File: src/hdl/apdf_pkg.sv
// ----------------------------------------------------------------------------
// APDU deframer package
// Shared types, codes and defaults for the HID APDU response deframer.
// ----------------------------------------------------------------------------
package apdf_pkg;

  localparam int APDF_PACKET_BYTES   = 64;
  localparam int APDF_FIRST_CAPACITY = 57;
  localparam int APDF_NEXT_CAPACITY  = 59;
  localparam int APDF_QUEUE_DEPTH    = 4;

  localparam int CFG_DATA_W = 16;

  localparam logic [15:0] SW_OK          = 16'h9000;
  localparam logic [15:0] CHANNEL_ID_RST = 16'h0101;
  localparam logic [7:0]  APDU_TAG_RST   = 8'h05;

  // Configuration register indexes
  typedef enum logic [0:0] {
    CFG_CHANNEL_ID = 1'b0,
    CFG_APDU_TAG   = 1'b1
  } cfg_idx_t;

  // Request types on the input channel
  typedef enum logic [1:0] {
    REQ_BYTE    = 2'd0,
    REQ_TIMEOUT = 2'd1,
    REQ_FAIL    = 2'd2,
    REQ_NONE    = 2'd3
  } req_type_t;

  // Classified item kinds held in the queue
  typedef enum logic [1:0] {
    ITEM_BYTE    = 2'd0,
    ITEM_TIMEOUT = 2'd1,
    ITEM_FAIL    = 2'd2
  } item_kind_t;

  typedef enum logic [2:0] {
    RC_BUSY      = 3'd0,
    RC_OK        = 3'd1,
    RC_STATUS    = 3'd2,
    RC_SHORT     = 3'd3,
    RC_TIMEOUT   = 3'd4,
    RC_READ_FAIL = 3'd5
  } result_code_t;

  typedef struct packed {
    item_kind_t  kind;
    logic [7:0]  rx_byte;
    logic        start;
  } q_entry_t;

  typedef struct packed {
    logic     push;
    q_entry_t entry;
  } q_push_t;

  typedef struct packed {
    logic     valid;
    q_entry_t entry;
  } q_head_t;

  typedef struct packed {
    logic [7:0]   data_byte;
    logic         data_valid;
    logic         last;
    result_code_t result_code;
    logic [15:0]  status_word;
    logic [15:0]  response_length;
  } result_t;

endpackage

File: src/hdl/apdf_in_if.sv
// ----------------------------------------------------------------------------
// APDU deframer input channel
// Valid/ready channel carrying one received byte or a read event.
// ----------------------------------------------------------------------------
interface apdf_in_if import apdf_pkg::*; ();
  logic       valid;
  logic       ready;
  logic [1:0] req_type;
  logic [7:0] rx_byte;
  logic       packet_start;

  modport source (output valid, output req_type, output rx_byte, output packet_start,
                  input ready);
  modport sink   (input valid, input req_type, input rx_byte, input packet_start,
                  output ready);
endinterface

File: src/hdl/apdf_out_if.sv
// ----------------------------------------------------------------------------
// APDU deframer result channel
// Valid/ready channel carrying one deframed payload byte or status result.
// ----------------------------------------------------------------------------
interface apdf_out_if import apdf_pkg::*; ();
  logic         valid;
  logic         ready;
  logic [7:0]   data_byte;
  logic         data_valid;
  logic         last;
  logic [2:0]   result_code;
  logic [15:0]  status_word;
  logic [15:0]  response_length;

  modport source (output valid, output data_byte, output data_valid, output last,
                  output result_code, output status_word, output response_length,
                  input ready);
  modport sink   (input valid, input data_byte, input data_valid, input last,
                  input result_code, input status_word, input response_length,
                  output ready);
endinterface

File: src/hdl/apdu_packet_deframer_unit.sv
// ----------------------------------------------------------------------------
// APDU packet deframer
// Strips HID report headers from a received APDU response and streams out the
// payload bytes, ending with the status word and a result code.
// ----------------------------------------------------------------------------
//
//  Channel  Dir  Transfer carries                                  Handshake
//  -------  ---  ------------------------------------------------  ---------
//  in_ch    in   req_type, rx_byte, packet_start                   valid/ready
//  out_ch   out  data_byte, data_valid, last, result_code,         valid/ready
//                status_word, response_length
//  cfg_*    in   cfg_index, cfg_wdata (channel_id, apdu_tag)        cfg_we
//
//  One input transfer per clock is sustained while the queue has room; the core
//  retires one queued item per cycle while out_ch does not stall. Each result is
//  registered on its way to out_ch: the queue entry is written at the transfer
//  edge, then the core's result register when the core takes that entry.
//  Reset is synchronous; no clearing pass is needed.
//  When out_ch stalls, the core holds its result register and the queue of
//  QUEUE_DEPTH entries absorbs input; in_ch.ready drops only when it is full.
//
module apdu_packet_deframer_unit import apdf_pkg::*; #(
  parameter int PACKET_BYTES   = APDF_PACKET_BYTES,
  parameter int FIRST_CAPACITY = APDF_FIRST_CAPACITY,
  parameter int NEXT_CAPACITY  = APDF_NEXT_CAPACITY,
  parameter int QUEUE_DEPTH    = APDF_QUEUE_DEPTH
) (
  input  logic                  clk,
  input  logic                  rst_n,
  apdf_in_if.sink               in_ch,
  apdf_out_if.source            out_ch,
  input  logic                  cfg_we,
  input  cfg_idx_t              cfg_index,
  input  logic [CFG_DATA_W-1:0] cfg_wdata
);

  q_push_t q_push;
  q_head_t q_head;
  logic    q_full;
  logic    q_pop;

  // Front end: classify each request and drop unused codes before queuing
  apdf_front u_front (
    .in_ch  (in_ch),
    .q_full (q_full),
    .q_push (q_push)
  );

  // Queue: lets the front keep taking transfers while the result side stalls
  apdf_queue #(
    .DEPTH (QUEUE_DEPTH)
  ) u_queue (
    .clk    (clk),
    .rst_n  (rst_n),
    .q_push (q_push),
    .pop    (q_pop),
    .full   (q_full),
    .head   (q_head)
  );

  // Core: header checks, sequence tracking, payload and completion results
  apdf_core #(
    .PACKET_BYTES   (PACKET_BYTES),
    .FIRST_CAPACITY (FIRST_CAPACITY),
    .NEXT_CAPACITY  (NEXT_CAPACITY)
  ) u_core (
    .clk       (clk),
    .rst_n     (rst_n),
    .head      (q_head),
    .pop       (q_pop),
    .cfg_we    (cfg_we),
    .cfg_index (cfg_index),
    .cfg_wdata (cfg_wdata),
    .out_ch    (out_ch)
  );

endmodule

File: src/hdl/apdf_front.sv
// ----------------------------------------------------------------------------
// APDU deframer front end
// Accepts input transfers, classifies them and pushes them into the queue.
// ----------------------------------------------------------------------------
module apdf_front import apdf_pkg::*; (
  apdf_in_if.sink  in_ch,
  input  logic     q_full,
  output q_push_t  q_push
);

  logic take;

  assign in_ch.ready = !q_full;
  assign take        = in_ch.valid && !q_full;

  always_comb begin
    q_push               = '0;
    q_push.entry.rx_byte = in_ch.rx_byte;
    q_push.entry.start   = in_ch.packet_start;
    q_push.entry.kind    = ITEM_BYTE;
    case (in_ch.req_type)
      REQ_BYTE: begin
        q_push.push = take;
      end
      REQ_TIMEOUT: begin
        q_push.entry.kind = ITEM_TIMEOUT;
        q_push.push       = take;
      end
      REQ_FAIL: begin
        q_push.entry.kind = ITEM_FAIL;
        q_push.push       = take;
      end
      default: begin
        // drop unused request codes: accepted, no effect
        q_push.push = 1'b0;
      end
    endcase
  end

endmodule

File: src/hdl/apdf_queue.sv
// ----------------------------------------------------------------------------
// APDU deframer item queue
// Small register FIFO that decouples the front end from the deframer core.
// ----------------------------------------------------------------------------
module apdf_queue import apdf_pkg::*; #(
  parameter int DEPTH = APDF_QUEUE_DEPTH
) (
  input  logic    clk,
  input  logic    rst_n,
  input  q_push_t q_push,
  input  logic    pop,
  output logic    full,
  output q_head_t head
);

  localparam int PTR_W = (DEPTH > 1) ? $clog2(DEPTH) : 1;
  localparam int CNT_W = $clog2(DEPTH + 1);
  localparam logic [PTR_W-1:0] LAST_IDX = PTR_W'(DEPTH - 1);

  q_entry_t         mem_r [DEPTH];
  logic [PTR_W-1:0] wr_ptr_r, wr_ptr_nxt;
  logic [PTR_W-1:0] rd_ptr_r, rd_ptr_nxt;
  logic [CNT_W-1:0] count_r, count_nxt;

  assign full       = (count_r == CNT_W'(DEPTH));
  assign head.valid = (count_r != '0);
  assign head.entry = mem_r[rd_ptr_r];

  always_comb begin
    wr_ptr_nxt = wr_ptr_r;
    rd_ptr_nxt = rd_ptr_r;
    count_nxt  = count_r;
    if (q_push.push) begin
      wr_ptr_nxt = (wr_ptr_r == LAST_IDX) ? '0 : wr_ptr_r + 1'b1;
    end
    if (pop) begin
      rd_ptr_nxt = (rd_ptr_r == LAST_IDX) ? '0 : rd_ptr_r + 1'b1;
    end
    case ({q_push.push, pop})
      2'b10:   count_nxt = count_r + 1'b1;
      2'b01:   count_nxt = count_r - 1'b1;
      default: count_nxt = count_r;
    endcase
  end

  always_ff @(posedge clk) begin
    if (!rst_n) begin
      wr_ptr_r <= '0;
      rd_ptr_r <= '0;
      count_r  <= '0;
    end else begin
      wr_ptr_r <= wr_ptr_nxt;
      rd_ptr_r <= rd_ptr_nxt;
      count_r  <= count_nxt;
    end
  end

  always_ff @(posedge clk) begin
    if (q_push.push) begin
      mem_r[wr_ptr_r] <= q_push.entry;
    end
  end

endmodule

File: src/hdl/apdf_core.sv
// ----------------------------------------------------------------------------
// APDU deframer core
// Header checks, length tracking, payload emission and the result register.
// ----------------------------------------------------------------------------
module apdf_core import apdf_pkg::*; #(
  parameter int PACKET_BYTES   = APDF_PACKET_BYTES,
  parameter int FIRST_CAPACITY = APDF_FIRST_CAPACITY,
  parameter int NEXT_CAPACITY  = APDF_NEXT_CAPACITY
) (
  input  logic                  clk,
  input  logic                  rst_n,
  input  q_head_t               head,
  output logic                  pop,
  input  logic                  cfg_we,
  input  cfg_idx_t              cfg_index,
  input  logic [CFG_DATA_W-1:0] cfg_wdata,
  apdf_out_if.source            out_ch
);

  localparam int POS_W = $clog2(PACKET_BYTES);
  localparam logic [POS_W-1:0] LAST_POS  = POS_W'(PACKET_BYTES - 1);
  localparam logic [POS_W-1:0] HDR_FIRST = POS_W'(7);
  localparam logic [POS_W-1:0] HDR_NEXT  = POS_W'(5);
  localparam logic [7:0]       CAP_FIRST = 8'(FIRST_CAPACITY);
  localparam logic [7:0]       CAP_NEXT  = 8'(NEXT_CAPACITY);

  logic [15:0]      chan_r;
  logic [7:0]       tag_r;

  logic [POS_W-1:0] pos_r, pos_nxt;
  logic [15:0]      seq_r, seq_nxt;
  logic [15:0]      total_r, total_nxt;
  logic [15:0]      rcvd_r, rcvd_nxt;
  logic             rej_r, rej_nxt;
  logic [7:0]       hi_r, hi_nxt;
  logic [15:0]      trail_r, trail_nxt;

  logic             out_valid_r, out_valid_nxt;
  result_t          out_r, out_nxt;

  logic             fire;
  logic             emit;
  result_t          res;
  logic [POS_W-1:0] pos_c;
  logic [POS_W-1:0] offset;
  logic             rej_c;
  logic             seq0;
  logic [7:0]       cap;
  logic [7:0]       b;
  logic [15:0]      word;
  logic [15:0]      rcvd_inc;
  logic [15:0]      trail_sh;

  assign b        = head.entry.rx_byte;
  assign word     = {hi_r, b};
  assign rcvd_inc = rcvd_r + 16'd1;
  assign trail_sh = {trail_r[7:0], b};
  assign seq0     = (seq_r == 16'd0);
  assign cap      = seq0 ? CAP_FIRST : CAP_NEXT;

  assign fire = head.valid && (!out_valid_r || out_ch.ready);
  assign pop  = fire;

  always_comb begin
    pos_nxt   = pos_r;
    seq_nxt   = seq_r;
    total_nxt = total_r;
    rcvd_nxt  = rcvd_r;
    rej_nxt   = rej_r;
    hi_nxt    = hi_r;
    trail_nxt = trail_r;
    emit      = 1'b0;
    res       = '0;
    rej_c     = rej_r;
    pos_c     = pos_r;
    offset    = pos_r - (seq0 ? HDR_FIRST : HDR_NEXT);

    if (fire) begin
      case (head.entry.kind)
        ITEM_TIMEOUT, ITEM_FAIL: begin
          emit                = 1'b1;
          res.last            = 1'b1;
          res.result_code     = (head.entry.kind == ITEM_TIMEOUT) ? RC_TIMEOUT
                                                                  : RC_READ_FAIL;
          res.response_length = total_r;
          seq_nxt   = '0;
          rcvd_nxt  = '0;
          total_nxt = '0;
          trail_nxt = '0;
          rej_nxt   = 1'b1;
        end
        ITEM_BYTE: begin
          rej_c   = head.entry.start ? 1'b0 : rej_r;
          pos_c   = head.entry.start ? '0 : pos_r;
          offset  = pos_c - (seq0 ? HDR_FIRST : HDR_NEXT);
          pos_nxt = pos_c;
          if (!rej_c) begin
            if (pos_c == POS_W'(0) || pos_c == POS_W'(3)) begin
              hi_nxt = b;
            end else if (pos_c == POS_W'(1)) begin
              if (word != chan_r) rej_c = 1'b1;
            end else if (pos_c == POS_W'(2)) begin
              if (b != tag_r) rej_c = 1'b1;
            end else if (pos_c == POS_W'(4)) begin
              if (word != seq_r) rej_c = 1'b1;
            end else if (seq0 && pos_c == POS_W'(5)) begin
              hi_nxt = b;
            end else if (seq0 && pos_c == POS_W'(6)) begin
              // length word of packet zero; an empty response ends here
              total_nxt = word;
              rcvd_nxt  = '0;
              trail_nxt = '0;
              if (word == 16'd0) begin
                emit                = 1'b1;
                res.last            = 1'b1;
                res.result_code     = RC_SHORT;
                res.response_length = word;
                seq_nxt   = '0;
                total_nxt = '0;
                rej_c     = 1'b1;
              end
            end else if (8'(offset) < cap && rcvd_r < total_r) begin
              emit                = 1'b1;
              res.data_byte       = b;
              res.data_valid      = 1'b1;
              res.response_length = total_r;
              rcvd_nxt            = rcvd_inc;
              trail_nxt           = trail_sh;
              if (rcvd_inc == total_r) begin
                res.last = 1'b1;
                if (total_r < 16'd2) begin
                  res.result_code = RC_SHORT;
                end else begin
                  res.status_word = trail_sh;
                  res.result_code = (trail_sh == SW_OK) ? RC_OK : RC_STATUS;
                end
                seq_nxt   = '0;
                rcvd_nxt  = '0;
                total_nxt = '0;
                trail_nxt = '0;
                rej_c     = 1'b1;
              end
            end
            if (!rej_c) begin
              if (pos_c >= LAST_POS) begin
                seq_nxt = seq_r + 16'd1;
                rej_c   = 1'b1;
              end else begin
                pos_nxt = pos_c + 1'b1;
              end
            end
          end
          rej_nxt = rej_c;
        end
        default: begin
          // hold state for codes the front end never queues
          rej_nxt = rej_r;
        end
      endcase
    end

    out_valid_nxt = out_valid_r && !out_ch.ready;
    out_nxt       = out_r;
    if (emit) begin
      out_valid_nxt = 1'b1;
      out_nxt       = res;
    end
  end

  always_ff @(posedge clk) begin
    if (!rst_n) begin
      chan_r      <= CHANNEL_ID_RST;
      tag_r       <= APDU_TAG_RST;
      pos_r       <= '0;
      seq_r       <= '0;
      total_r     <= '0;
      rcvd_r      <= '0;
      rej_r       <= 1'b0;
      hi_r        <= '0;
      trail_r     <= '0;
      out_valid_r <= 1'b0;
    end else begin
      if (cfg_we) begin
        case (cfg_index)
          CFG_CHANNEL_ID: chan_r <= cfg_wdata;
          CFG_APDU_TAG:   tag_r  <= cfg_wdata[7:0];
          default:        tag_r  <= tag_r;
        endcase
      end
      pos_r       <= pos_nxt;
      seq_r       <= seq_nxt;
      total_r     <= total_nxt;
      rcvd_r      <= rcvd_nxt;
      rej_r       <= rej_nxt;
      hi_r        <= hi_nxt;
      trail_r     <= trail_nxt;
      out_valid_r <= out_valid_nxt;
    end
  end

  always_ff @(posedge clk) begin
    out_r <= out_nxt;
  end

  assign out_ch.valid           = out_valid_r;
  assign out_ch.data_byte       = out_r.data_byte;
  assign out_ch.data_valid      = out_r.data_valid;
  assign out_ch.last            = out_r.last;
  assign out_ch.result_code     = out_r.result_code;
  assign out_ch.status_word     = out_r.status_word;
  assign out_ch.response_length = out_r.response_length;

endmodule

File: src/flat_wrapper.sv
// flat-port wrapper written by rule: the top's interface ports become plain ports
module apdu_packet_deframer_unit_flat import apdf_pkg::*;
#(
  parameter int PACKET_BYTES   = APDF_PACKET_BYTES,
  parameter int FIRST_CAPACITY = APDF_FIRST_CAPACITY,
  parameter int NEXT_CAPACITY  = APDF_NEXT_CAPACITY,
  parameter int QUEUE_DEPTH    = APDF_QUEUE_DEPTH
)
  (clk, rst_n, cfg_we, cfg_index, cfg_wdata, in_ch_valid, in_ch_req_type, in_ch_rx_byte, in_ch_packet_start, in_ch_ready, out_ch_valid, out_ch_data_byte, out_ch_data_valid, out_ch_last, out_ch_result_code, out_ch_status_word, out_ch_response_length, out_ch_ready);
  apdf_in_if in_ch_i ();
  apdf_out_if out_ch_i ();
  input  logic clk;
  input  logic rst_n;
  input  logic cfg_we;
  input  cfg_idx_t cfg_index;
  input  logic [CFG_DATA_W-1:0] cfg_wdata;
  input wire logic [$bits(in_ch_i.valid)-1:0] in_ch_valid;
  input wire logic [$bits(in_ch_i.req_type)-1:0] in_ch_req_type;
  input wire logic [$bits(in_ch_i.rx_byte)-1:0] in_ch_rx_byte;
  input wire logic [$bits(in_ch_i.packet_start)-1:0] in_ch_packet_start;
  output wire logic [$bits(in_ch_i.ready)-1:0] in_ch_ready;
  output wire logic [$bits(out_ch_i.valid)-1:0] out_ch_valid;
  output wire logic [$bits(out_ch_i.data_byte)-1:0] out_ch_data_byte;
  output wire logic [$bits(out_ch_i.data_valid)-1:0] out_ch_data_valid;
  output wire logic [$bits(out_ch_i.last)-1:0] out_ch_last;
  output wire logic [$bits(out_ch_i.result_code)-1:0] out_ch_result_code;
  output wire logic [$bits(out_ch_i.status_word)-1:0] out_ch_status_word;
  output wire logic [$bits(out_ch_i.response_length)-1:0] out_ch_response_length;
  input wire logic [$bits(out_ch_i.ready)-1:0] out_ch_ready;
  assign in_ch_i.valid = in_ch_valid;
  assign in_ch_i.req_type = in_ch_req_type;
  assign in_ch_i.rx_byte = in_ch_rx_byte;
  assign in_ch_i.packet_start = in_ch_packet_start;
  assign in_ch_ready = in_ch_i.ready;
  assign out_ch_valid = out_ch_i.valid;
  assign out_ch_data_byte = out_ch_i.data_byte;
  assign out_ch_data_valid = out_ch_i.data_valid;
  assign out_ch_last = out_ch_i.last;
  assign out_ch_result_code = out_ch_i.result_code;
  assign out_ch_status_word = out_ch_i.status_word;
  assign out_ch_response_length = out_ch_i.response_length;
  assign out_ch_i.ready = out_ch_ready;
  apdu_packet_deframer_unit #(.PACKET_BYTES(PACKET_BYTES), .FIRST_CAPACITY(FIRST_CAPACITY), .NEXT_CAPACITY(NEXT_CAPACITY), .QUEUE_DEPTH(QUEUE_DEPTH)) u_core (.clk(clk), .rst_n(rst_n), .in_ch(in_ch_i), .out_ch(out_ch_i), .cfg_we(cfg_we), .cfg_index(cfg_index), .cfg_wdata(cfg_wdata));
endmodule
File: config.mk
export PLATFORM = sky130hd
export DESIGN_NAME = apdu_packet_deframer_unit_flat
export DESIGN_NICKNAME = d
export VERILOG_FILES = /design/src/hdl/apdf_pkg.sv /design/src/hdl/apdf_in_if.sv /design/src/hdl/apdf_out_if.sv /design/src/hdl/apdu_packet_deframer_unit.sv /design/src/hdl/apdf_front.sv /design/src/hdl/apdf_queue.sv /design/src/hdl/apdf_core.sv /design/src/flat_wrapper.sv
export SDC_FILE = /design/constraint.sdc
export NUM_CORES = 1
export LEC_CHECK = 0
export ABC_AREA = 1
export BUFFER_PORTS_ARGS = -buffer_cell sky130_fd_sc_hd__buf_2
export CAP_MARGIN = 30
export CELL_PAD_IN_SITES_DETAIL_PLACEMENT = 0
export CELL_PAD_IN_SITES_GLOBAL_PLACEMENT = 1
export CORE_ASPECT_RATIO = 0.9
export CORE_MARGIN = 1
export CORE_UTILIZATION = 46
export DETAILED_ROUTE_END_ITERATION = 6
export GPL_TIMING_DRIVEN = 0
export PLACE_DENSITY_LB_ADDON = 0.1
export SETUP_SLACK_MARGIN = 0.2
export SYNTH_ARGS = -nofsm -noshare
export SYNTH_HDL_FRONTEND = slang
export SYNTH_SLANG_ARGS = --single-unit
File: constraint.sdc
create_clock -name clk -period 4.2 [get_ports clk]
set_input_delay 0.84 -clock clk [delete_from_list [all_inputs] [get_ports clk]]
set_output_delay 0.84 -clock clk [all_outputs]
set_load 0.005 [all_outputs]
# == After elaboration in Yosys (flattened, before gate mapping) ==
# Memory sizes are Yosys's and may differ from the RTL's. A register that Yosys moved wholly into a read port is not among the register bits.
# Index checks and enable logic that the tools add are counted.
# classes
eq_ne,31
n_shift,0
magnitude_cmp,4
n_mul,0
n_mux,114
n_reduce_logical,33
n_addsub,8
bitwise,6
n_div,0
# op_table
op,n
2-to-1 mux 16 bit,35
2-to-1 mux 36 bit,6
one-hot mux 16 bit (2 select lines),4
2-to-1 mux 8 bit,14
2-to-1 mux 45 bit,1
2-to-1 mux 1 bit,33
adder 16 x 1 -> 16 bit (second input constant),2
logical NOT 16 bit,2
!= test 16 bit,2
2-to-1 mux 6 bit,4
2-to-1 mux 20 bit,1
== test 6 x 3 -> 1 bit (second input constant),3
!= test 2 bit (second input constant),9
== test 16 bit,1
== test 16 bit (second input constant),1
less-than comparator 16 bit,1
less-than comparator 16 x 2 -> 1 bit (second input constant),1
2-to-1 mux 2 bit,8
one-hot mux 8 bit (2 select lines),1
== test 6 x 2 -> 1 bit (second input constant),2
OR reduction 12 bit,1
== test 2 bit (second input constant),5
AND reduction 10 bit,1
OR reduction 10 bit,1
other kinds (32),57
# word_totals
elab_cells,216
regBits,148
n_memories,1
rom_bits,0
latchBits,0
mem_bits_rw,44
out_inout_bits,47
in_bits,33
# mem_list
memory,words,width,read_ports,rd_clocked_by_memory_dff,write_ports,line_no,source
u_core.u_queue.mem_r,4,11,1,1,1,apdf_queue.sv:20,q_entry_t mem_r [DEPTH];

# == Longest topological paths before layout ==
# Gate-level depths: netlist of run 1.
# logic_depth
word_depth,18
ltp_mapped,24
depth_no_buf,24

# == By module ==
# From an unflattened synthesis of run 1, not the netlist that was laid out.
# unflattened
cells_unflattened,1267
hier_area_um2,10293.6
# modules_own_cells
module,cells_per_inst,n_inst,area_each_um2,seq_area_each_um2
apdf_core,1081,1,8090.3,3273.1
apdf_queue,168,1,2100.8,1501.4
apdf_front,18,1,102.6,0.0

# == Worst setup path after synthesis of run 1 ==
# OpenSTA, ideal clock, no wires.
# synth_path
path_type,register to register
start,register (tool-made name)
end,register u_core.u_core.out_r (netlist bit u_core.u_core.out_ch.data_byte[0]) (enable)
path_buffers,1
path_stages_with_launch,19
arrival_ps,3006
path_slack_ps,794
synth_period_minus_slack_ps,3406
required_ps,3800
setup_ps,400
path_cell_list,dfxtp_1 > buf_6 > inv_1 > nand3_2 > nand2_4 > inv_1 > nor2_1 > ha_1 > nand3_1 > nand2_1 > nand2_1 > nand3_1 > nand3_1 > nand2_1 > nand2_2 > nand2_2 > nor3_1 > o21ai_0 > inv_1
# synth_rtl
item,line_no,source
"end signal, assigned",apdf_core.sv:202,out_r <= out_nxt;
"end, declared",apdf_core.sv:39,"result_t out_r, out_nxt;"

==> impl_results.md, run 1 <==
* CTS tree: yes
* Post-synthesis compound-gate area fraction at 11.57%
* Commonest non-fill, non-tap cells in the layout: 240 x nand2_1, 139 x nor2_1, 128 x inv_1, 105 x dfxtp_1
* Arr. time, crit path at 3940 ps
* # hold bufs at CTS at 0
* Synth Area in XOR/XNOR at 5.218%
* Crit path largest cell delay at 340 ps
* Clock buffer depth at 2
* Mapped Avg Cell Area at 8.191 um^2
* Drt drc at 0
* CP Launch Type: flip-flop
* Setup violations, final at 0
* Total power at a little under 8 mW
* Syn-to-layout area delta at 14.71%
* Die width at 159.3 um
* CP Capture Type: flip-flop
* Congestion Overflow GR at 0
* Final WS setup at 547.5 ps
* WP data required at 4480 ps
* Post-Route WL at 28090 um
* Yosys reg bits at 194
* Drt pass-1 iters at 5
* Fillers at approximately 2100
* Multiplexer share of the synthesized area at 0%
* Yosys cell types at 51
* Seq. cell area at 0.004775 mm^2
* Sw frac at 42.79%
* Antenna violations before repair at 1
* Tcrit/Tclk final at a little under 90%
* Fin. max-slew vios at 0
* Crit path max-delay family: buffers and inverters
* Core Area at 0.02176 mm^2
* Avg WL per Cell at 16.94 um
* GP Congestion at about 0.9
* Initial Util at 47.05%
* Setup_tns at 0 ps
* Clock-pin slew on the worst setup and hold paths at 80 ps
* CP Class: flip-flop to flip-flop
* Unrepaired setup endpoints after global routing: false
* Main combinational cell family by area after synthesis: simple AND/OR/NAND/NOR gates
* Post-Syn Area at approximately 0.01 mm^2
* Async SR Flop Fraction at 0%
* WP buf/inv at 9
* First-pass GRT wire length at 43990 um
* Synth warn at 0
* Die area at 0.02286 mm^2
* DP Wirelength at 21060 um
* Largest net degree at the start of global routing at 35
* IO Pins at 80
* Sequential-to-total area share from yosys stat at 46.63%
* CP cell instances: buf_6, inv_1, buf_4, a21oi_1, a32oi_1, inv_1, ha_1, buf_4, clkinvlp_4, nor2_4, clkinvlp_4, nor2_4, nand3_1, nor3_4, inv_2, buf_2, nor3_1
* Outcome: complete, no violations
* Vias in the first global route at 7704
* Commonest non-fill, non-tap cell in the layout: nand2_1
* Die Y-Extent at around 140 um
* Core Rows at between 50 and 60
* Clock Tree Root: clkbuf_16
* Worst skew pair latency at 450 ps
* Max cap viols at 0
* Synth Area in Simple Gates at 25.08%
* # diodes at 0
* Area of the multi-input gates at 0.004728 mm^2
* Final hold violations at 0
* DR iter-0 viols at roughly 690
* Clock skew at 15.72 ps
* Post-synthesis adder-cell area fraction at 4.106%
* Clock Power Share at about 23%
* Number of enable flip-flop cells after synthesis at 89
* Comb pwr share at just over 40%
* CP Max Fanout at 10
* Dominant synthesized flop cell: dfxtp_1
* NumNets Final at 1420
* Detailed-route via count at 8639
* Pleak at approximately 4.7 nW
* Share of layout cells above drive strength 1 at between 10 and 15%
* Int Power at 4.467 mW
* Worst min path class: flip-flop to flip-flop
* Slew @ Worst Pin at 1074 ps
* DP Worst Slack at -165.5 ps
* Via density at 5.210
* Post-layout min period at between 3000 and 4000 ps
* Post-Synthesis Cells at 1250
* Pwr Density at roughly 660 mW/mm^2
* Total Routing Usage GR at 25.31%
* Sink Count at ~190
* Sw Pwr at 3.342 mW
* Syn Nets at 1316
* CP max stage cell: nor3_4
* Sequential power share at a little over a third
* Final ANT Viol Nets at 0
* FMAX at between 0.2 and 0.3 GHz
* IO Port Bufs at 78
* CTS buffer count at 17
* Rel. slew slack at 27.73%
* Max H-tree Level at 4
* Peak VDD IR at 0.0003194 V
registers in the layout, summed over array words and instances (netlist names), 2 cells and up, named ones only:
signal	count
u_core.u_queue.wr_ptr_r	2
u_core.u_core.chan_r	16
u_core.u_core.out_ch.status_word	16
u_core.u_core.out_ch.response_length	16
u_core.u_core.total_r	16
u_core.u_core.trail_r	8
u_core.u_queue.rd_ptr_r	2
u_core.u_queue.mem_r	44
u_core.u_core.pos_r	6
u_core.u_core.out_ch.data_byte	8
u_core.u_core.hi_r	8
u_core.u_core.rcvd_r	16
u_core.u_core.tag_r	8
u_core.u_core.out_ch.result_code	3
u_core.u_queue.count_r	3
u_core.u_core.seq_r	16
power groups by stage:
stage / Clock [mW] / Combinational, mW / Sequential, mW
2_1_floorplan: 0 / 2.08 / 2.80
3_3_place_gp: 0 / 3.12 / 2.84
3_5_place_dp: 0 / 3.17 / 2.82
4_1_cts: 1.82 / 3.20 / 2.78
5_1_grt: 1.88 / 3.61 / 2.83
6_report: 1.79 / 3.23 / 2.78
cells in the mapped netlist (all sizes together) (6+ instances only):
cell      n  area, um^2
a211oi   30       240.2
a21oi    94       485.5
a31oi     6       37.54
buf      20       127.6
clkbuf   25       93.84
dfxtp   105        2102
edfxtp   89        2673
ha       32       400.4
inv     139       524.3
nand2   256        1016
nand3    96       508.0
nand4    27       175.2
nor2    147       576.8
nor3     36       196.4
nor4      9       56.30
o21ai    61       305.3
xnor2    16       140.1
xor2     32       280.3
worst min-delay path, stage by stage, from the launching register on:
cell and delay [ps]:
dfxtp_1 320, inv_1 60, a21oi_1 50
per-layer routing:
layer | vias up | part of all wire (%) | global-route usage (%)
met5 | - | 0 | 0
met4 | 0 | 1.0 | 5.466
met2 | 217 | 43 | 38.64
met3 | 23 | 4.8 | 3.983
met1 | 3990 | 51 | 37.66
li1 | 4409 | - | -
cell families (layout without fill, tap and decap cells):
family | count (synthesis) | in the layout
flops | 194 | 194
compound gates | 206 | 206
fa+ha+maj | 33 | 33
buf+inv | 187 | 304
simple gates | 577 | 577
xor+xnor | 53 | 53
final cells by class:
| type | count | share of cell area (%) |
|---|---|---|
| clock buffers | 17 | 3.622 |
| clock inverters | 15 | 1.918 |
| inverters | 142 | 4.623 |
| well taps | 291 | 3.100 |
| plain buffers | 45 | 1.886 |
| multi-input cells | 869 | 40.26 |
| flip-flops and latches | 194 | 40.65 |
| repair buffers | 85 | 3.942 |
stage by stage:
step,cells,utilization (%),instance area (um^2),hold WS (ps)
floorplan,1250,-,10240,441.5
finish,1658,53.98,11750,474.8
detailed placement,1623,50.75,11040,459.1
CTS,1655,53.79,11700,471.7
global placement,1619,50.52,10990,457.8
global route,1658,53.98,11750,490.3
timing repair:
item,CTS,global route
buffers inserted,0,2
endpoints found under the setup margin,25,34
gates resized for setup,2,4
pin swaps,0,1
path summary, 6_finish.rpt:
check,start,endpoint,slack [ps],cells after the start
hold / removal,u_core.u_core.tag_r[1],u_core.u_core.tag_r[1],470,2
setup / recovery,flip-flop,u_core.u_core.out_ch.status_word[7],550,17
setup reg to reg,flip-flop,u_core.u_core.out_ch.status_word[7],550,17
hold reg to reg,u_core.u_core.tag_r[1],u_core.u_core.tag_r[1],470,2
No activity file was read; power rests on OpenSTA's default activity.
==> run 2: changes to the inputs <==
--- a/config.mk
+++ b/config.mk
@@ -15,7 +15,7 @@
 export CORE_UTILIZATION = 46
 export DETAILED_ROUTE_END_ITERATION = 6
 export GPL_TIMING_DRIVEN = 0
-export PLACE_DENSITY_LB_ADDON = 0.1
+export PLACE_DENSITY_LB_ADDON = 0.08
 export SETUP_SLACK_MARGIN = 0.2
 export SYNTH_ARGS = -nofsm -noshare
 export SYNTH_HDL_FRONTEND = slang
==> run 2 against run 1 <==
Compared with the run above:
- final cell count stayed put
- die area stayed put
- routed wire length is 0.49% lower
- worst hold slack better by 0.97 ps
- setup slack worse by 32 ps
- design area is 0.21% lower
- critical path depth stayed put
- maximum frequency is 0.87% lower
- sequential cell count stayed put
- critical path type unchanged
==> impl_results.md, run 2 (synthesis results as in run 1) <==
* Max reg flops at 44 (unchanged)
* Outcome: complete, no violations (unchanged)
* DR iter-0 viols at 690 (was 694)
* Drt drc at 0 (unchanged)
* Clock skew at 15.84 ps (was 15.72 ps)
* Rel. slew slack at 18.66% (was 27.73%)
* Congestion Overflow GR at 0 (unchanged)
* Detailed-route via count at 8654 (was 8639)
* Via density at 5.220 (was 5.210)
* Share of layout cells above drive strength 1 at 14.12% (was 14.05%)
* Core Area at 0.02176 mm^2 (unchanged)
* Initial Util at 47.05% (unchanged)
* Setup violations, final at 0 (unchanged)
* DP Area at 0.01104 mm^2 (about the same)
* Max H-tree Level at 4 (unchanged)
* Fin. max-slew vios at 0 (unchanged)
* Avg WL per Cell at 16.86 um (was 16.94 um)
* DP Wirelength at 20980 um (was 21060 um)
* WP data required at 4490 ps (was 4480 ps)
* Peak VDD IR at 0.0003442 V (was 0.0003194 V)
* Syn-to-layout area delta at 14.47% (was 14.71%)
* Die Y-Extent at 143.5 um (unchanged)
* GRT met3 Usage at 3.550% (was 3.983%)
* CP Launch Type: flip-flop (unchanged)
* # diodes at 0 (unchanged)
* Core Rows at 51 (unchanged)
* Commonest non-fill, non-tap cells in the layout: 240 x nand2_1, 139 x nor2_1, 128 x inv_1, 105 x dfxtp_1 (unchanged)
* Min Hold Slack at 475.8 ps (was 474.8 ps)
* Slew @ Worst Pin at 1209 ps (was 1074 ps)
* CP Class: flip-flop to flip-flop (unchanged)
* M1 GR Usage at 37.49% (was 37.66%)
* CP max stage cell: dfxtp_1 (was nor3_4)
* Worst skew pair latency at 450 ps (about the same)
* GP Congestion at 0.8902 (was 0.8997)
* Tcrit/Tclk final at 87.73% (was 86.97%)
* Max cap viols at 0 (unchanged)
* IO Port Bufs at 78 (unchanged)
* First-pass GRT wire length at 43770 um (was 43990 um)
* Total power at 7.732 mW (was 7.809 mW)
* Crit path max-delay family: buffers and inverters (unchanged)
* CTS buffer count at 17 (unchanged)
* Largest net degree at the start of global routing at 36 (was 35)
* Antenna violations before repair at 0 (was 1)
* Commonest non-fill, non-tap cell in the layout: nand2_1 (unchanged)
* Pleak at 4.701 nW (was 4.712 nW)
* Total Routing Usage GR at 25.10% (was 25.31%)
* NumNets Final at 1420 (unchanged)
* CP Capture Type: flip-flop (unchanged)
* Die area at 0.02286 mm^2 (unchanged)
* Clock buffer depth at 2 (unchanged)
* Biggest register: u_core.u_queue.mem_r (unchanged)
* CP Max Fanout at 10 (unchanged)
* Pwr Density at 659.7 mW/mm^2 (was 664.9 mW/mm^2)
* Layer with the highest usage: met2 (unchanged)
* Die width at 159.3 um (unchanged)
* CP cell instances: buf_6, inv_1, buf_4, a21oi_1, a32oi_1, inv_1, ha_1, buf_4, clkinvlp_4, nor2_4, clkinvlp_4, nor2_4, nand3_1, nor3_4, inv_2, buf_2, nor3_1 (unchanged)
* Finished layout cell area at 0.01172 mm^2 (was 0.01175 mm^2)
* Vias in the first global route at 7822 (was 7704)
* Clock-pin slew on the worst setup and hold paths at 80 ps (about the same)
* Arr. time, crit path at 3970 ps (was 3940 ps)
* Drt pass-1 iters at 7 (was 5)
* Fillers at 2123 (was 2089)
* Unrepaired setup endpoints after global routing: false (unchanged)
* Post-layout min period at 3684 ps (was 3653 ps)
* Worst min path class: flip-flop to flip-flop (unchanged)
* FMAX at 0.2714 GHz (was 0.2738 GHz)
* GR Layer Usage met2 at 38.97% (was 38.64%)
* # hold bufs at CTS at 0 (unchanged)
* Final hold violations at 0 (unchanged)
* Clock Tree Root: clkbuf_16 (unchanged)
* Post-Route WL at 27950 um (was 28090 um)
* CTS tree: yes (unchanged)
* Final ANT Viol Nets at 0 (unchanged)
* Sink Count at 194 (unchanged)
* WP buf/inv at 9 (unchanged)
* IO Pins at 80 (unchanged)
* Crit path largest cell delay at 340 ps (about the same)
[run 2: repair_timing]
item / 4_1_cts / 5_1_grt
setup buffers: 0 / 2
cloned: 0 / 0
hold endpoints to repair: 0 / 0
pin swaps: 0 / 1
resized for setup: 3 / 6
endpoints found under the setup margin: 26 / 35
[run 2: per-stage QoR]
stage | setup slack, ps | util (%) | TNS, ps | cells
6_report | 515.5 | 53.86 | 0 | 1658
5_1_grt | 234.5 | 53.86 | 0 | 1658
4_1_cts | 253.5 | 53.68 | 0 | 1655
3_5_place_dp | -249.2 | 50.72 | -4198 | 1623
3_3_place_gp | -217.6 | 50.52 | -12310 | 1619
2_1_floorplan | 793.7 | - | 0 | 1250
[run 2: power by group]
part           switching, mW  internal (mW)
sequential             0.263           2.51
combinational           2.17           1.06
clock                  0.852          0.873
[run 2: worst paths after layout]
path / from / end / slack, ps / cells after the start
worst max register to register: flip-flop / u_core.u_core.out_ch.status_word[6] / 520 / 17
worst min register to register: u_core.u_core.tag_r[1] / u_core.u_core.tag_r[1] / 480 / 2
worst min-delay path: u_core.u_core.tag_r[1] / u_core.u_core.tag_r[1] / 480 / 2
worst max-delay path: flip-flop / u_core.u_core.out_ch.status_word[6] / 520 / 17
[run 2: cell type report]
| class | instances | area [um^2] | area share [%] |
|---|---|---|---|
| Sequential cell | 194 | 4775 | 40.74 |
| Multi-Input combinational cell | 869 | 4728 | 40.34 |
| Inverter | 142 | 543.0 | 4.633 |
| Timing Repair Buffer | 85 | 455.4 | 3.886 |
| Clock buffer | 17 | 425.4 | 3.630 |
| Tap cell | 291 | 364.1 | 3.107 |
| Buffer | 45 | 225.2 | 1.922 |
| Clock inverter | 15 | 203.9 | 1.740 |
[run 2: metal layers]
| layer | vias to the layer above | routed length, um |
|---|---|---|
| li1 | 4411 | - |
| met1 | 3978 | 13940 |
| met2 | 247 | 12210 |
| met3 | 18 | 1600 |
| met4 | 0 | 203 |
| met5 | - | 0 |
[run 2: worst register-to-register path, stage by stage, from the launching register on]
cell and delay, ps:
dfxtp_1 340, buf_6 160, inv_1 130, buf_4 210
a21oi_1 130, a32oi_1 160, inv_1 110, ha_1 150
buf_4 200, clkinvlp_4 250, nor2_4 300, clkinvlp_4 260
nor2_4 210, nand3_1 160, nor3_4 340, inv_2 120
buf_2 190, nor3_1 130
==> run 3: changes to the inputs <==
--- a/config.mk
+++ b/config.mk
@@ -8,11 +8,9 @@
 export ABC_AREA = 1
 export BUFFER_PORTS_ARGS = -buffer_cell sky130_fd_sc_hd__buf_2
 export CAP_MARGIN = 30
-export CELL_PAD_IN_SITES_DETAIL_PLACEMENT = 0
-export CELL_PAD_IN_SITES_GLOBAL_PLACEMENT = 1
 export CORE_ASPECT_RATIO = 0.9
 export CORE_MARGIN = 1
-export CORE_UTILIZATION = 46
+export CORE_UTILIZATION = 58
 export DETAILED_ROUTE_END_ITERATION = 6
 export GPL_TIMING_DRIVEN = 0
 export PLACE_DENSITY_LB_ADDON = 0.08
==> run 3 against run 2 <==
Compared with the run above:
- sequential power barely moved
- total power decreased by 1.1%
- highest routed layer unchanged
- non-clock buffer count did not move
- die area fell by 20%
- clock power shrank 4%
- largest cell class unchanged
==> impl_results.md, run 3 (synthesis results as in run 1) <==
* Congestion Overflow GR at 0 (unchanged)
* CP Max Fanout at 10 (unchanged)
* CP Class: flip-flop to flip-flop (unchanged)
* FMAX at 0.2691 GHz (was 0.2714 GHz)
* Tcrit/Tclk final at 88.49% (was 87.73%)
* Worst min path class: flip-flop to flip-flop (unchanged)
* Post-layout min period at 3717 ps (was 3684 ps)
* Detailed-route via count at 8966 (was 8654)
* Drt drc at 0 (unchanged)
* CP cell instances: buf_6, inv_1, buf_4, a21oi_1, a32oi_1, inv_1, ha_1, buf_4, clkinvlp_4, nor2_4, clkinvlp_4, nor2_4, buf_4, clkbuf_1, o311ai_0, nor2_1 (was buf_6, inv_1, buf_4, a21oi_1, a32oi_1, inv_1, ha_1, buf_4, clkinvlp_4, nor2_4, clkinvlp_4, nor2_4, nand3_1, nor3_4, inv_2, buf_2, nor3_1)
* Crit path max-delay family: buffers and inverters (unchanged)
* Clock Tree Root: clkbuf_16 (unchanged)
* Critical Path Most Common Cell: buf_4
* Crit. path cell count at 16 (was 17)
* Initial Util at 60.01% (was 47.05%)
* Placed insts at 1568 (was 1623)
* CP Capture Type: flip-flop (unchanged)
* Reg2Reg Depth at 16 (was 17)
* Peak VDD IR at 0.0003954 V (was 0.0003442 V)
* Pwr Density at 656.8 mW/mm^2 (was 659.7 mW/mm^2)
* DP Wirelength at 19400 um (was 20980 um)
* Max reg flops at 44 (unchanged)
* Worst skew pair latency at 450 ps (about the same)
* # hold bufs at CTS at 0 (unchanged)
* Antenna violations before repair at 0 (unchanged)
* NumNets Final at 1420 (unchanged)
* Outcome: complete, no violations (unchanged)
* Finished layout cell area at 0.01164 mm^2 (was 0.01172 mm^2)
* Total Routing Usage GR at 30.38% (was 25.10%)
* Fin. max-slew vios at 0 (unchanged)
* CP max stage cell: clkbuf_1 (was dfxtp_1)
* Clock-pin slew on the worst setup and hold paths at 80 ps (about the same)
* Final hold violations at 0 (unchanged)
* GP Congestion at 0.9149 (was 0.8902)
* Vias in the first global route at 8185 (was 7822)
* Post-Route WL at 26320 um (was 27950 um)
* CTS tree: yes (unchanged)
* # diodes at 0 (unchanged)
* CP Launch Type: flip-flop (unchanged)
* Share of layout cells above drive strength 1 at 13.97% (was 14.12%)
* Avg WL per Cell at 16.43 um (was 16.86 um)
* Die width at 142.1 um (was 159.3 um)
* Drt pass-1 iters at 5 (was 7)
* Commonest non-fill, non-tap cells in the layout: 240 x nand2_1, 139 x nor2_1, 128 x inv_1, 105 x dfxtp_1 (unchanged)
* Final ANT Viol Nets at 0 (unchanged)
* IO Pins at 80 (unchanged)
* Core Area at 0.01706 mm^2 (was 0.02176 mm^2)
* Arr. time, crit path at 4020 ps (was 3970 ps)
* Hold path start: u_core.u_core.tag_r[1] (unchanged)
* Pleak at 4.697 nW (was 4.701 nW)
* Unrepaired setup endpoints after global routing: false (unchanged)
* Biggest register: u_core.u_queue.mem_r (unchanged)
* IO Port Bufs at 78 (unchanged)
* Crit path largest cell delay at 380 ps (was 340 ps)
* Sink Count at 194 (unchanged)
* Setup_tns at 0 ps (unchanged)
* Core Rows at 45 (was 51)
* DP Area at 0.01099 mm^2 (was 0.01104 mm^2)
* Worst hold path depth at 2 (unchanged)
* Total power at 7.644 mW (was 7.732 mW)
* Largest net degree at the start of global routing at 39 (was 36)
* Max H-tree Level at 4 (unchanged)
* WP data required at 4510 ps (was 4490 ps)
* Via density at 5.597 (was 5.220)
* Clock buffer depth at 2 (unchanged)
* First-pass GRT wire length at 42380 um (was 43770 um)
* Die area at 0.01819 mm^2 (was 0.02286 mm^2)
* Max cap viols at 0 (unchanged)
* Slew @ Worst Pin at 909.6 ps (was 1209 ps)
* Commonest non-fill, non-tap cell in the layout: nand2_1 (unchanged)
* CTS buffer count at 17 (unchanged)
* Die Y-Extent at 128.0 um (was 143.5 um)
* DR iter-0 viols at 871 (was 690)
* Clock skew at 15.92 ps (was 15.84 ps)
* Rel. slew slack at 38.80% (was 18.66%)
* Setup violations, final at 0 (unchanged)
* Syn-to-layout area delta at 13.68% (was 14.47%)
* WP buf/inv at 9 (unchanged)
* Non-Filler Instances at 1602 (was 1658)
==> run 3: what timing repair did <==
item / 4_1_cts / 5_1_grt
setup endpoints to repair: 25 / 33
pin swaps: 0 / 2
gates resized for setup: 3 / 3
buffers inserted: 0 / 2
==> run 3: report_power, final <==
group	leakage (nW)	internal, mW	switching, mW
clock network	0.299	0.858	0.794
logic	2.71	1.06	2.15
registers	1.69	2.51	0.269
==> run 3: final timing paths <==
kind         slack, ps                                   to
min reg2reg        470               u_core.u_core.tag_r[1]
max reg2reg        480  u_core.u_core.out_ch.result_code[1]
max                480  u_core.u_core.out_ch.result_code[1]
min                470               u_core.u_core.tag_r[1]
==> run 3: routing by layer <==
layer	up-vias	global-route usage [%]	routed length (um)
met3	37	5.230	2049
met2	347	47.17	11660
li1	4416	-	-
met5	-	0	0
met4	0	9.551	520
met1	4166	43.27	12090
==> run 3: cell type report <==
type	count	area (um^2)
repair buffers	85	470.5
plain buffers	45	221.5
fillers	1421	5421
inverters	142	543.0
flip-flops and latches	194	4775
clock inverters	15	181.4
well taps	235	294.0
multi-input cells	869	4728
clock buffers	17	425.4
==> run 3: per-stage QoR <==
stage	hold WS (ps)	setup WS [ps]	utilization [%]
global route	504.4	231.3	68.22
global placement	456.1	-147.9	64.03
CTS	471.1	205.4	68.06
floorplan	441.5	793.7	-
finish	471.5	483.2	68.22
detailed placement	460.8	-145.8	64.41
==> run 3: worst register-to-register path, stage by stage (launching register included) <==
cell and delay, ps:
dfxtp_1 330, buf_6 140, inv_1 110, buf_4 200
a21oi_1 130, a32oi_1 170, inv_1 120, ha_1 150
buf_4 200, clkinvlp_4 270, nor2_4 300, clkinvlp_4 270
nor2_4 200, buf_4 130, clkbuf_1 380, o311ai_0 330
nor2_1 160
